### config.mk
export PLATFORM = sky130hd
export DESIGN_NAME = omni_drive_joystick_mixer
export DESIGN_NICKNAME = d
export VERILOG_FILES = /design/src/rtl/ojm_pkg.sv /design/src/rtl/ojm_front.sv /design/src/rtl/ojm_sqrt.sv /design/src/rtl/ojm_div.sv /design/src/rtl/omni_drive_joystick_mixer.sv
export SDC_FILE = /design/constraint.sdc
export NUM_CORES = 2
export LEC_CHECK = 0
export ABC_CLOCK_PERIOD_IN_PS = 118300
export BUFFER_PORTS_ARGS = -buffer_cell sky130_fd_sc_hd__buf_2
export CORE_MARGIN = 10
export CORE_UTILIZATION = 45
export CTS_CLUSTER_DIAMETER = 200
export CTS_CLUSTER_SIZE = 20
export DETAILED_ROUTE_END_ITERATION = 7
export GPL_TIMING_DRIVEN = 0
export PLACE_DENSITY = 0.71
export SLEW_MARGIN = 20
export SYNTH_ARGS = -nofsm -noshare
export SYNTH_HDL_FRONTEND = slang
export SYNTH_SLANG_ARGS = --single-unit
### constraint.sdc
create_clock -name clk -period 118.3 [get_ports clk]
set_clock_uncertainty 0.05 [all_clocks]
set_input_delay 5.915 -clock clk [delete_from_list [all_inputs] [get_ports clk]]
set_output_delay 5.915 -clock clk [all_outputs]
set_load 0.01 [all_outputs]
### src/rtl/ojm_pkg.sv
// Shared types, register codes and widths for the omni-drive joystick mixer.
package ojm_pkg;

	localparam int DUTY_FRAC_BITS_DEF = 15;
	localparam int PERMILLE_W = 10;
	localparam int MAG_W = 10;
	localparam int SHIFT_W = 11;
	localparam int SQ_W = 21;
	localparam int DUTY_W = 16;
	localparam int DB_W = 8;
	localparam int CFG_IDX_W = 2;
	localparam int CFG_DATA_W = 10;

	localparam logic [MAG_W-1:0] MID_POINT_RST = 10'd83;
	localparam logic [DB_W-1:0] DEADBAND_RST = 8'd3;
	localparam logic [DB_W-1:0] DIAG_TOL_RST = 8'd10;
	localparam logic [MAG_W-1:0] AMPLITUDE_RST = 10'd28;

	typedef enum logic [CFG_IDX_W-1:0] {
		CFG_MID_POINT,
		CFG_DEADBAND,
		CFG_DIAG_TOL,
		CFG_AMPLITUDE
	} cfg_idx_t;

	typedef enum logic [2:0] {
		MODE_STOP,
		MODE_NS,
		MODE_EW,
		MODE_NWSE,
		MODE_NESW,
		MODE_CCW,
		MODE_CW
	} mode_t;

	typedef struct packed {
		mode_t mode;
		logic  neg_x;
		logic  neg_y;
		logic  neg_r;
	} meta_t;

	typedef struct packed {
		logic [PERMILLE_W-1:0] left_x_permille;
		logic [PERMILLE_W-1:0] left_y_permille;
		logic [PERMILLE_W-1:0] right_x_permille;
	} in_t;

	typedef struct packed {
		mode_t             drive_mode;
		logic [DUTY_W-1:0] motor_a_duty;
		logic              motor_a_forward;
		logic [DUTY_W-1:0] motor_b_duty;
		logic              motor_b_forward;
		logic [DUTY_W-1:0] motor_c_duty;
		logic              motor_c_forward;
		logic [DUTY_W-1:0] motor_d_duty;
		logic              motor_d_forward;
	} out_t;

endpackage

### src/rtl/ojm_front.sv
// Front stages: centre and deadband the readings, classify the mode, form the operands.
module ojm_front #(
	parameter int DUTY_FRAC_BITS = ojm_pkg::DUTY_FRAC_BITS_DEF
) (
	input  logic                                clk,
	input  logic                                arst_n,
	input  logic                                en,
	input  logic                                vld_in,
	input  ojm_pkg::in_t                        data_in,
	input  logic [ojm_pkg::MAG_W-1:0]           mid_point,
	input  logic [ojm_pkg::DB_W-1:0]            deadband,
	input  logic [ojm_pkg::DB_W-1:0]            diag_tolerance,
	output logic                                vld_out,
	output logic [2*(DUTY_FRAC_BITS+10)-1:0]    rad_out,
	output logic [DUTY_FRAC_BITS+10-1:0]        lin_out,
	output ojm_pkg::meta_t                      meta_out
);
	import ojm_pkg::*;

	localparam int NW = DUTY_FRAC_BITS + 10;
	localparam int RAD_W = 2 * NW;

	function automatic logic signed [SHIFT_W-1:0] shift_reading(
		input logic [PERMILLE_W-1:0] raw,
		input logic [MAG_W-1:0]      mid,
		input logic [DB_W-1:0]       db
	);
		logic signed [SHIFT_W-1:0] d;
		logic [SHIFT_W-1:0]        m;
		d = $signed({1'b0, raw}) - $signed({1'b0, mid});
		m = d < 0 ? SHIFT_W'(-d) : SHIFT_W'(d);
		return (m < {3'b000, db}) ? '0 : d;
	endfunction

	logic                      v_s1, v_s2, v_s3;
	logic signed [SHIFT_W-1:0] x_s1, y_s1, r_s1;
	meta_t                     meta_s2, meta_s3;
	logic [MAG_W-1:0]          ax_s2, ay_s2, mag_s2;
	logic [RAD_W-1:0]          rad_s3;
	logic [NW-1:0]             lin_s3;

	logic [MAG_W-1:0]   ax, ay, ar, diff, lin_mag;
	logic               is_ns, is_ew, is_diag, sx, sy, sr;
	meta_t              meta_c;
	logic [2*MAG_W-1:0] sqx, sqy;
	logic [SQ_W-1:0]    sq_sum;

	always_comb begin
		ax = MAG_W'(x_s1 < 0 ? -x_s1 : x_s1);
		ay = MAG_W'(y_s1 < 0 ? -y_s1 : y_s1);
		ar = MAG_W'(r_s1 < 0 ? -r_s1 : r_s1);
		sx = x_s1[SHIFT_W-1];
		sy = y_s1[SHIFT_W-1];
		sr = r_s1[SHIFT_W-1];
		diff = ax > ay ? ax - ay : ay - ax;
		is_ns = {1'b0, ay} > {ax, 1'b0};
		is_ew = {1'b0, ax} > {ay, 1'b0};
		is_diag = (diff < {2'b00, diag_tolerance}) && (x_s1 != '0) && (y_s1 != '0);
		if (is_ns) begin
			meta_c.mode = MODE_NS;
			lin_mag = ay;
		end else if (is_ew) begin
			meta_c.mode = MODE_EW;
			lin_mag = ax;
		end else if (is_diag && (sx != sy)) begin
			meta_c.mode = MODE_NWSE;
			lin_mag = ar;
		end else if (is_diag) begin
			meta_c.mode = MODE_NESW;
			lin_mag = ar;
		end else if (r_s1 != '0) begin
			meta_c.mode = sr ? MODE_CCW : MODE_CW;
			lin_mag = ar;
		end else begin
			meta_c.mode = MODE_STOP;
			lin_mag = ar;
		end
		meta_c.neg_x = sx;
		meta_c.neg_y = sy;
		meta_c.neg_r = sr;
	end

	assign sqx = ax_s2 * ax_s2;
	assign sqy = ay_s2 * ay_s2;
	assign sq_sum = {1'b0, sqx} + {1'b0, sqy};

	always_ff @(posedge clk or negedge arst_n) begin
		if (!arst_n) begin
			v_s1 <= 1'b0;
			v_s2 <= 1'b0;
			v_s3 <= 1'b0;
		end else if (en) begin
			v_s1 <= vld_in;
			v_s2 <= v_s1;
			v_s3 <= v_s2;
		end
	end

	always_ff @(posedge clk) begin
		if (en) begin
			x_s1 <= shift_reading(data_in.left_x_permille, mid_point, deadband);
			y_s1 <= shift_reading(data_in.left_y_permille, mid_point, deadband);
			r_s1 <= shift_reading(data_in.right_x_permille, mid_point, deadband);
			meta_s2 <= meta_c;
			ax_s2 <= ax;
			ay_s2 <= ay;
			mag_s2 <= lin_mag;
			meta_s3 <= meta_s2;
			rad_s3 <= RAD_W'(sq_sum) << (2 * DUTY_FRAC_BITS - 1);
			lin_s3 <= NW'(mag_s2) << DUTY_FRAC_BITS;
		end
	end

	assign vld_out = v_s3;
	assign rad_out = rad_s3;
	assign lin_out = lin_s3;
	assign meta_out = meta_s3;

endmodule

### src/rtl/ojm_sqrt.sv
// Pipelined restoring square root, one root bit per stage, with side data alongside.
module ojm_sqrt #(
	parameter int DUTY_FRAC_BITS = ojm_pkg::DUTY_FRAC_BITS_DEF
) (
	input  logic                              clk,
	input  logic                              arst_n,
	input  logic                              en,
	input  logic                              vld_in,
	input  logic [2*(DUTY_FRAC_BITS+10)-1:0]  rad_in,
	input  logic [DUTY_FRAC_BITS+10-1:0]      lin_in,
	input  ojm_pkg::meta_t                    meta_in,
	output logic                              vld_out,
	output logic [DUTY_FRAC_BITS+10-1:0]      root_out,
	output logic [DUTY_FRAC_BITS+10-1:0]      lin_out,
	output ojm_pkg::meta_t                    meta_out
);
	import ojm_pkg::*;

	localparam int NW = DUTY_FRAC_BITS + 10;
	localparam int RAD_W = 2 * NW;
	localparam int REM_W = NW + 1;

	logic             v_s    [NW+1];
	logic [RAD_W-1:0] rad_s  [NW+1];
	logic [REM_W-1:0] rem_s  [NW+1];
	logic [NW-1:0]    root_s [NW+1];
	logic [NW-1:0]    lin_s  [NW+1];
	meta_t            meta_s [NW+1];

	assign v_s[0] = vld_in;
	assign rad_s[0] = rad_in;
	assign rem_s[0] = '0;
	assign root_s[0] = '0;
	assign lin_s[0] = lin_in;
	assign meta_s[0] = meta_in;

	for (genvar g = 0; g < NW; g++) begin : g_stage
		logic [REM_W+1:0] rem_sh, trial, rem_nx;
		logic             ge;

		always_comb begin
			rem_sh = {rem_s[g], rad_s[g][RAD_W-1 -: 2]};
			trial = {1'b0, root_s[g], 2'b01};
			ge = rem_sh >= trial;
			rem_nx = ge ? rem_sh - trial : rem_sh;
		end

		always_ff @(posedge clk or negedge arst_n) begin
			if (!arst_n) begin
				v_s[g+1] <= 1'b0;
			end else if (en) begin
				v_s[g+1] <= v_s[g];
			end
		end

		always_ff @(posedge clk) begin
			if (en) begin
				rad_s[g+1] <= rad_s[g] << 2;
				rem_s[g+1] <= REM_W'(rem_nx);
				root_s[g+1] <= {root_s[g][NW-2:0], ge};
				lin_s[g+1] <= lin_s[g];
				meta_s[g+1] <= meta_s[g];
			end
		end
	end

	assign vld_out = v_s[NW];
	assign root_out = root_s[NW];
	assign lin_out = lin_s[NW];
	assign meta_out = meta_s[NW];

endmodule

### src/rtl/ojm_div.sv
// Pipelined restoring divider by the amplitude, one quotient bit per stage.
module ojm_div #(
	parameter int DUTY_FRAC_BITS = ojm_pkg::DUTY_FRAC_BITS_DEF
) (
	input  logic                          clk,
	input  logic                          arst_n,
	input  logic                          en,
	input  logic [ojm_pkg::MAG_W-1:0]     divisor,
	input  logic                          vld_in,
	input  logic [DUTY_FRAC_BITS+10-1:0]  num_in,
	input  ojm_pkg::meta_t                meta_in,
	output logic                          vld_out,
	output logic [DUTY_FRAC_BITS+10-1:0]  quot_out,
	output ojm_pkg::meta_t                meta_out
);
	import ojm_pkg::*;

	localparam int NW = DUTY_FRAC_BITS + 10;

	logic             v_s    [NW+1];
	logic [NW-1:0]    nq_s   [NW+1];
	logic [MAG_W-1:0] rem_s  [NW+1];
	meta_t            meta_s [NW+1];

	assign v_s[0] = vld_in;
	assign nq_s[0] = num_in;
	assign rem_s[0] = '0;
	assign meta_s[0] = meta_in;

	// numerator bits shift out at the top while quotient bits shift in below
	for (genvar g = 0; g < NW; g++) begin : g_stage
		logic [MAG_W:0] rem_sh, rem_nx;
		logic           ge;

		always_comb begin
			rem_sh = {rem_s[g], nq_s[g][NW-1]};
			ge = rem_sh >= {1'b0, divisor};
			rem_nx = ge ? rem_sh - {1'b0, divisor} : rem_sh;
		end

		always_ff @(posedge clk or negedge arst_n) begin
			if (!arst_n) begin
				v_s[g+1] <= 1'b0;
			end else if (en) begin
				v_s[g+1] <= v_s[g];
			end
		end

		always_ff @(posedge clk) begin
			if (en) begin
				nq_s[g+1] <= {nq_s[g][NW-2:0], ge};
				rem_s[g+1] <= MAG_W'(rem_nx);
				meta_s[g+1] <= meta_s[g];
			end
		end
	end

	assign vld_out = v_s[NW];
	assign quot_out = nq_s[NW];
	assign meta_out = meta_s[NW];

endmodule

### src/rtl/omni_drive_joystick_mixer.sv
// Omni-drive joystick mixer: three stick readings in, drive mode and four motor duties out.
//
// Input beats on in_valid/in_ready carry left x, left y and right x in permille.
// Each beat yields exactly one output beat on out_valid/out_ready with the drive
// mode and a duty plus direction for each of motors A to D.
// Registers are written over cfg_valid/cfg_ready (always ready) by index: 0 mid
// point, 1 deadband, 2 diagonal tolerance, 3 amplitude; write them only while idle.
// The datapath is a single pipeline: three front stages, a square root of
// DUTY_FRAC_BITS+10 stages, a divider of DUTY_FRAC_BITS+10 stages and the output
// register. Throughput is one beat per cycle while the receiver takes the output;
// every item passes the same root and divider stages, whichever mode it selects.
// When the receiver holds off a waiting output beat the whole pipeline freezes
// and in_ready drops; nothing is lost or repeated, and flow resumes with out_ready.
// Reset clears all valid bits and loads the register defaults (83, 3, 10, 28).
module omni_drive_joystick_mixer #(
	parameter int DUTY_FRAC_BITS = ojm_pkg::DUTY_FRAC_BITS_DEF
) (
	input  logic                           clk,
	input  logic                           arst_n,
	input  logic                           in_valid,
	output logic                           in_ready,
	input  ojm_pkg::in_t                   in_data,
	output logic                           out_valid,
	input  logic                           out_ready,
	output ojm_pkg::out_t                  out_data,
	input  logic                           cfg_valid,
	output logic                           cfg_ready,
	input  logic [ojm_pkg::CFG_IDX_W-1:0]  cfg_index,
	input  logic [ojm_pkg::CFG_DATA_W-1:0] cfg_data
);
	import ojm_pkg::*;

	localparam int NW = DUTY_FRAC_BITS + 10;
	localparam logic [NW-1:0] DUTY_ONE = NW'(1) << DUTY_FRAC_BITS;

	logic [MAG_W-1:0] mid_point_q, amplitude_q, amp_eff;
	logic [DB_W-1:0]  deadband_q, diag_tol_q;
	logic             en;

	logic                 fr_vld, sq_vld, dv_vld;
	logic [2*NW-1:0]      fr_rad;
	logic [NW-1:0]        fr_lin, sq_root, sq_lin, dv_num, dv_quot, sat;
	meta_t                fr_meta, sq_meta, dv_meta;
	logic [DUTY_W-1:0]    duty;
	out_t                 res;
	logic                 out_valid_q;
	out_t                 out_data_q;

	assign cfg_ready = 1'b1;

	always_ff @(posedge clk or negedge arst_n) begin
		if (!arst_n) begin
			mid_point_q <= MID_POINT_RST;
			deadband_q <= DEADBAND_RST;
			diag_tol_q <= DIAG_TOL_RST;
			amplitude_q <= AMPLITUDE_RST;
		end else if (cfg_valid) begin
			case (cfg_idx_t'(cfg_index))
				CFG_MID_POINT: mid_point_q <= cfg_data;
				CFG_DEADBAND:  deadband_q <= cfg_data[DB_W-1:0];
				CFG_DIAG_TOL:  diag_tol_q <= cfg_data[DB_W-1:0];
				CFG_AMPLITUDE: amplitude_q <= cfg_data;
				default: ;
			endcase
		end
	end

	assign amp_eff = (amplitude_q == '0) ? MAG_W'(1) : amplitude_q;

	// advance everything unless a finished beat is held at the output
	assign en = !out_valid_q || out_ready;
	assign in_ready = en;

	ojm_front #(.DUTY_FRAC_BITS(DUTY_FRAC_BITS)) u_front (
		.clk            (clk),
		.arst_n         (arst_n),
		.en             (en),
		.vld_in         (in_valid),
		.data_in        (in_data),
		.mid_point      (mid_point_q),
		.deadband       (deadband_q),
		.diag_tolerance (diag_tol_q),
		.vld_out        (fr_vld),
		.rad_out        (fr_rad),
		.lin_out        (fr_lin),
		.meta_out       (fr_meta)
	);

	ojm_sqrt #(.DUTY_FRAC_BITS(DUTY_FRAC_BITS)) u_sqrt (
		.clk      (clk),
		.arst_n   (arst_n),
		.en       (en),
		.vld_in   (fr_vld),
		.rad_in   (fr_rad),
		.lin_in   (fr_lin),
		.meta_in  (fr_meta),
		.vld_out  (sq_vld),
		.root_out (sq_root),
		.lin_out  (sq_lin),
		.meta_out (sq_meta)
	);

	assign dv_num = (sq_meta.mode == MODE_NWSE || sq_meta.mode == MODE_NESW) ? sq_root : sq_lin;

	ojm_div #(.DUTY_FRAC_BITS(DUTY_FRAC_BITS)) u_div (
		.clk      (clk),
		.arst_n   (arst_n),
		.en       (en),
		.divisor  (amp_eff),
		.vld_in   (sq_vld),
		.num_in   (dv_num),
		.meta_in  (sq_meta),
		.vld_out  (dv_vld),
		.quot_out (dv_quot),
		.meta_out (dv_meta)
	);

	assign sat = (dv_quot > DUTY_ONE) ? DUTY_ONE : dv_quot;
	assign duty = DUTY_W'(sat);

	always_comb begin
		res.drive_mode = dv_meta.mode;
		res.motor_a_duty = duty;
		res.motor_b_duty = duty;
		res.motor_c_duty = duty;
		res.motor_d_duty = duty;
		res.motor_a_forward = 1'b1;
		res.motor_b_forward = 1'b1;
		res.motor_c_forward = 1'b1;
		res.motor_d_forward = 1'b1;
		case (dv_meta.mode)
			MODE_NS: begin
				res.motor_a_forward = dv_meta.neg_y;
				res.motor_b_forward = dv_meta.neg_y;
				res.motor_c_forward = !dv_meta.neg_y;
				res.motor_d_forward = !dv_meta.neg_y;
			end
			MODE_EW: begin
				res.motor_a_forward = !dv_meta.neg_x;
				res.motor_b_forward = dv_meta.neg_x;
				res.motor_c_forward = dv_meta.neg_x;
				res.motor_d_forward = !dv_meta.neg_x;
			end
			MODE_NWSE: begin
				res.motor_a_forward = !dv_meta.neg_x;
				res.motor_c_forward = dv_meta.neg_x;
				res.motor_b_duty = '0;
				res.motor_d_duty = '0;
			end
			MODE_NESW: begin
				res.motor_b_forward = dv_meta.neg_x;
				res.motor_d_forward = !dv_meta.neg_x;
				res.motor_a_duty = '0;
				res.motor_c_duty = '0;
			end
			MODE_CCW, MODE_CW: begin
				res.motor_a_forward = !dv_meta.neg_r;
				res.motor_b_forward = !dv_meta.neg_r;
				res.motor_c_forward = !dv_meta.neg_r;
				res.motor_d_forward = !dv_meta.neg_r;
			end
			default: begin
				res.motor_a_duty = '0;
				res.motor_b_duty = '0;
				res.motor_c_duty = '0;
				res.motor_d_duty = '0;
				res.motor_a_forward = 1'b0;
				res.motor_b_forward = 1'b0;
				res.motor_c_forward = 1'b0;
				res.motor_d_forward = 1'b0;
			end
		endcase
	end

	always_ff @(posedge clk or negedge arst_n) begin
		if (!arst_n) begin
			out_valid_q <= 1'b0;
		end else if (en) begin
			out_valid_q <= dv_vld;
		end
	end

	always_ff @(posedge clk) begin
		if (en) begin
			out_data_q <= res;
		end
	end

	assign out_valid = out_valid_q;
	assign out_data = out_data_q;

	a_stop_idle: assert property (@(posedge clk) disable iff (!arst_n)
		out_valid && out_data.drive_mode == MODE_STOP |->
		out_data.motor_a_duty == '0 && out_data.motor_d_duty == '0 &&
		!out_data.motor_a_forward && !out_data.motor_c_forward)
		else $error("stop beat drives a motor");

	a_nwse_idle_pair: assert property (@(posedge clk) disable iff (!arst_n)
		out_valid && out_data.drive_mode == MODE_NWSE |->
		out_data.motor_b_duty == '0 && out_data.motor_d_duty == '0 &&
		out_data.motor_b_forward && out_data.motor_d_forward)
		else $error("nw-se beat drives motor B or D");

	a_ns_opposed: assert property (@(posedge clk) disable iff (!arst_n)
		out_valid && out_data.drive_mode == MODE_NS |->
		out_data.motor_a_duty == out_data.motor_c_duty &&
		out_data.motor_a_forward != out_data.motor_c_forward)
		else $error("north-south beat with unmatched motor pair");

	a_stall_freeze: assert property (@(posedge clk) disable iff (!arst_n)
		out_valid && !out_ready |=> $stable(dv_quot) && $stable(dv_vld) && !$past(in_ready))
		else $error("pipeline moved while output held");

endmodule

### Word level (Yosys, flattened, before mapping)

Index checks and enable logic that the tools add are counted.

* add/sub/neg operators: 60
* $mul: 2
* div/mod/pow operators: 0
* $lt $le $gt $ge: 64
* equal/unequal tests: 12
* shift-type cells: 0
* mux-type cells: 69
* bitwise gates (word level): 0
* reductions and logical operators: 24

Operators with widths (count)
* two-way mux 26 bit: 23
* two-way mux 10 bit: 30
* greater-or-equal comparator 11 x 10 -> 1 bit: 24
* subtractor 10 bit: 25
* less-than comparator 11 x 1 -> 1 bit, second input constant: 6
* multiplier 10 x 10 -> 20 bit: 2
* less-than comparator 11 x 8 -> 1 bit: 3
* two-way mux 11 bit: 3
* negator 11 bit: 3
* nonzero test 11 bit: 3
* subtractor 10 x 10 -> 11 bit: 3
* negator 10 bit: 3
* greater-or-equal comparator 28 x 10 -> 1 bit: 1
* greater-or-equal comparator 28 x 11 -> 1 bit: 1
* greater-or-equal comparator 28 x 12 -> 1 bit: 1
* greater-or-equal comparator 28 x 13 -> 1 bit: 1
* greater-or-equal comparator 28 x 14 -> 1 bit: 1
* greater-or-equal comparator 28 x 15 -> 1 bit: 1
* greater-or-equal comparator 28 x 16 -> 1 bit: 1
* greater-or-equal comparator 28 x 17 -> 1 bit: 1
* greater-or-equal comparator 28 x 18 -> 1 bit: 1
* greater-or-equal comparator 28 x 19 -> 1 bit: 1
* greater-or-equal comparator 28 x 20 -> 1 bit: 1
* greater-or-equal comparator 28 x 21 -> 1 bit: 1
* 65 further kinds: 91

* register bits after elaboration: 2676
* latch bits: 0
* memory bits (writable): 0
* ROM bits: 0
* output and inout port bits: 74
* memories kept: 0

### Logic depth before layout (Yosys ltp)

* depth in word-level cells: 10
* mapped depth: 24

### Cells and area by module

From an unflattened synthesis, not the netlist that was laid out.

* cell total of the unflattened synthesis: 10650
* area, all modules: 157735.0 um^2

By module, submodules not included
* ojm_sqrt: instances 1, cells each 6186, area an instance 94199.1 um^2, seq. area each 69361.5 um^2
* ojm_div: instances 1, cells each 2672, area an instance 45204.6 um^2, seq. area each 31104.8 um^2
* ojm_front: instances 1, cells each 1519, area an instance 14390.1 um^2, seq. area each 3258.1 um^2
* omni_drive_joystick_mixer: instances 1, cells each 273, area an instance 3941.3 um^2, seq. area each 2110.8 um^2

### Worst setup path after synthesis

Ideal clock, no wire load.

* kind: input to register
* from: in out_ready
* to: reg u_div.v_s[18] (netlist name)
* arrival: 83918 ps
* data required time: 117985 ps
* slack: 34067 ps
* stages: 4
* buffers on the path: 2
* cell sequence: nand2b_1 > clkbuf_1 > clkbuf_1 > mux2_2

* cells in the longest elaborated chain, start to end: 1

Ends and longest elaborated chain
* start: declaration: RTL line omni_drive_joystick_mixer.sv:24 `input logic out_ready,`
* logical OR 1 bit: RTL line omni_drive_joystick_mixer.sv:71 `assign en = !out_valid_q || out_ready;`
* via in_ready: RTL line omni_drive_joystick_mixer.sv:21 `output logic in_ready,`
* end signal: indexed assignment: RTL line ojm_div.sv:45 `v_s[g+1] <= v_s[g];`
* end: declaration: RTL line ojm_div.sv:20 `logic v_s [NW+1];`

The timed path passes the listed nets, and every way through them passes these cells.
A chain may end at the register's enable or synchronous reset.

### Worst setup path in the final report

* from: in out_ready
* to: out in_ready

* cells in the longest elaborated chain, start to end: 1

Ends and longest elaborated chain (RTL line)
* logical OR 1 bit: omni_drive_joystick_mixer.sv:71
* end: declaration: omni_drive_joystick_mixer.sv:21

No other way between the ends.

==> results.py <==
metrics = {
    "outcome": {
        "outcome": "finished clean",
    },
    "cells_and_area": {
        "syn2layout_area_growth_pct": 8.79,
        "drive_gt1_share_pct": 8.62,
        "final_nets": 10426,
        "fillers": 23280,
        "regArea_um2": 79200,
        "multiInputGateArea_um2": 42700,
    },
    "cts": {
        "clkTransAtPathRegs_ns": 0.08,
        "ctsHoldBuffers": 0,
        "htreeDepth": 4,
        "cts_resized": 0,
        "cts_tree": "yes",
        "clk_path_buf_depth": 4,
        "cts_root_buf": "clkbuf_16",
        "numCtsBuffers": 158,
        "clock_latency_ns": 0.89,
        "post_cts_buffers": 0,
        "cts_sinks": 2651,
    },
    "routing": {
        "wl_per_cell_um": 17.1,
        "drt_iter0_markers": 5353,
        "drt_pass1_iterations": 6,
        "ant_nets": 0,
        "drt-total-wl_mm": 226,
        "drc": 0,
        "num_vias": 70238,
        "vias_per_cell": 5.33,
    },
    "sta": {
        "hold_viol": 0,
        "slew_viol_final": 0,
        "fmax_ghz": 0.0638,
        "rsz0062_at_grt": "no",
        "setup_violations": 0,
        "maxSlewHeadroom_pct": 24.7,
        "fin_tns_setup_ns": 0,
        "fin_crit_ns": 15.66,
        "finalCritPeriodShare_pct": 13.2,
        "tightestPinTransition_ns": 1.13,
    },
    "logic_synthesis": {
        "syn_avg_cell_area_um2": 13.8,
        "syn_area_um2": 126000,
        "ys.flop_type": "edfxtp_1",
        "synth-seq-cells": 2651,
        "yosys_warnings": 0,
        "synth_cell_types": 92,
        "syn_nets": 10085,
        "ys_seq_area_share_pct": 63.1,
        "synth_edf_count": 2561,
        "syn_inst": 9115,
        "async_reset_ff_share_pct": 3.39,
    },
    "setup_path": {
        "cp_slowest_cell": "clkbuf_4",
        "crit_fanout": 57,
        "crit_path_cell_trace": "buf_2 > nand2b_1 > clkbuf_1 > clkbuf_4 > buf_16 > buf_12 > buf_16 > buf_12 > buf_16 > buf_16 > buf_16 > buf_2",
        "worstSetupPathType": "in2out",
        "crit_path_max_incr_delay_ns": 0.74,
        "crit_arrival_ns": 9.70,
        "crit_path_frequent_cell": "buf_16",
        "start_kind": "primary input",
        "cp-end-kind": "output port",
        "required_ns": 112.33,
    },
    "global_routing": {
        "antenna_found_initial": 4,
        "grt_pass1_vias": 71326,
        "grt_pass1_wl_mm": 365,
        "gr-total-overflow": 0,
        "grt_max_degree": 64,
        "groute.usage.overall_pct": 14.5,
    },
    "floorplanning": {
        "start_util_pct": 45.3,
        "fp-row-count": 193,
        "die_y_um": 548,
        "core_area_um2": 277000,
        "num_io_pins": 121,
        "die_w_um": 548,
        "dieArea_um2": 301000,
    },
    "place": {
        "place.gp.congestion": 0.928,
        "dp_hpwl_mm": 163,
        "io_buffers": 119,
    },
    "job": {
        "maxCapViolCount": 0,
    },
    "worst_hold_path": {
        "hold_path.class": "reg2reg",
    },
}
## cell type report
class                           count  area share, %
Antenna cell                        1        0.00183
Inverter                          810           2.23
Multi-Input combinational cell   5506           31.3
Sequential cell                  2651           58.0
Timing Repair Buffer              181           1.60
Tap cell                         3705           3.39
Clock inverter                      7         0.0678
Buffer                            148          0.517
Clock buffer                      180           2.99
## cell usage after synthesis (102+ instances only)
cell / count / area [µm²]
nor2b_1: 109 / 682
inv_1: 809 / 3040
nor3_1: 177 / 886
fa_1: 171 / 3420
nor2_1: 509 / 1910
o21ai_0: 353 / 1770
clkbuf_1: 102 / 383
mux2_2: 350 / 3940
nand2_1: 537 / 2020
xor2_1: 277 / 2430
edfxtp_1: 2561 / 76900
a21o_1: 182 / 1370
xnor2_1: 369 / 3230
a21oi_1: 408 / 2040
ha_1: 752 / 9410
nand2b_1: 139 / 870
and2_1: 106 / 663
o21a_1: 107 / 803
## worst max-delay path: cells and delay by family
family                 cells  cell delay [ns]
buffers and inverters     11             3.53
AND/OR/NAND/NOR            1             0.09
## placed cells by master (no fill, tap or decap), types with 79 or more instances in the layout
master,netlist,layout
a21o_1,182,182
a21oi_1,408,407
and2_1,106,106
buf_2,2,120
clkbuf_1,102,120
clkbuf_16,0,160
dfrtp_1,79,79
edfxtp_1,2561,2561
fa_1,171,171
ha_1,752,752
inv_1,809,800
mux2_2,350,350
mux2i_1,80,80
nand2_1,537,537
nand2b_1,139,139
nand4_1,82,82
nor2_1,509,509
nor2b_1,109,109
nor3_1,177,177
o21a_1,107,107
o21ai_0,353,352
xnor2_1,369,369
xor2_1,277,277
## final timing paths
| kind | depth (start not counted) | end | start | slack, ns |
|---|---|---|---|---|
| max | 12 | in_ready | out_ready | 102.64 |
| min | 0 | u_sqrt.lin_s[391] | u_sqrt.lin_s[416] | 0.31 |
| max reg2reg | 20 | u_front.rad_out[49] | u_front.ax_s2[8] | 110.65 |
| min reg2reg | 0 | u_sqrt.lin_s[391] | u_sqrt.lin_s[416] | 0.31 |
| max in group asynchronous | 2 | u_sqrt.v_s[9] | arst_n | 112.64 |
| min in group asynchronous | 1 | diag_tol_q[4] | arst_n | 4.92 |
## per-layer routing
metal	vias up	share of wire, %	global-route usage, %
li1	33917	-	-
met1	34415	43	18.3
met2	1469	50	25.8
met3	435	4.4	2.15
met4	2	3.0	4.60
met5	-	0.0058	0
## logic make-up (layout without fill, tap and decap cells)
| family | count (synthesis) | after routing | share of synthesized area [%] |
|---|---|---|---|
| AO/OA/AOI/OAI | 1463 | 1463 | 7.41 |
| XOR/XNOR | 647 | 647 | 4.52 |
| adder cells (fa/ha/maj) | 923 | 923 | 10.2 |
| buffers and inverters | 958 | 1326 | 2.98 |
| flip-flops | 2651 | 2651 | 63.1 |
| multiplexers | 431 | 431 | 3.79 |
| other | 2 | 3 | 0.00598 |
| AND/OR/NAND/NOR | 2040 | 2040 | 8.02 |
## registers in the layout, summed over array words and instances (netlist names), 25 cells and up
name and flops:
u_div.g_stage.rem_sh 264, u_sqrt.meta_s 144, u_sqrt.g_stage.trial 300, out_data 39
u_sqrt.root_out 25, u_sqrt.lin_s 240, u_div.nq_s 576, u_div.meta_s 144
u_sqrt.g_stage.rem_sh 595, u_sqrt.rad_s 81, u_div.quot_out 25
## metrics by stage
stage / hold WS (ns) / setup WS (ns) / std cells / cell area, µm² / utilization, %
3_5_place_dp: 0.355 / 102.52 / 13001 / 132000 / 47.8
6_report: 0.312 / 102.64 / 13189 / 137000 / 49.3
2_1_floorplan: 0.350 / 34.07 / 9115 / 126000 / -
4_1_cts: 0.299 / 102.54 / 13188 / 137000 / 49.3
5_1_grt: 0.318 / 102.25 / 13189 / 137000 / 49.3
3_3_place_gp: 0.350 / 4.50 / 12939 / 131000 / 47.2
Power is not shown: default switching activity piles up to over one toggle a cycle in this logic, so the estimate is an artifact.
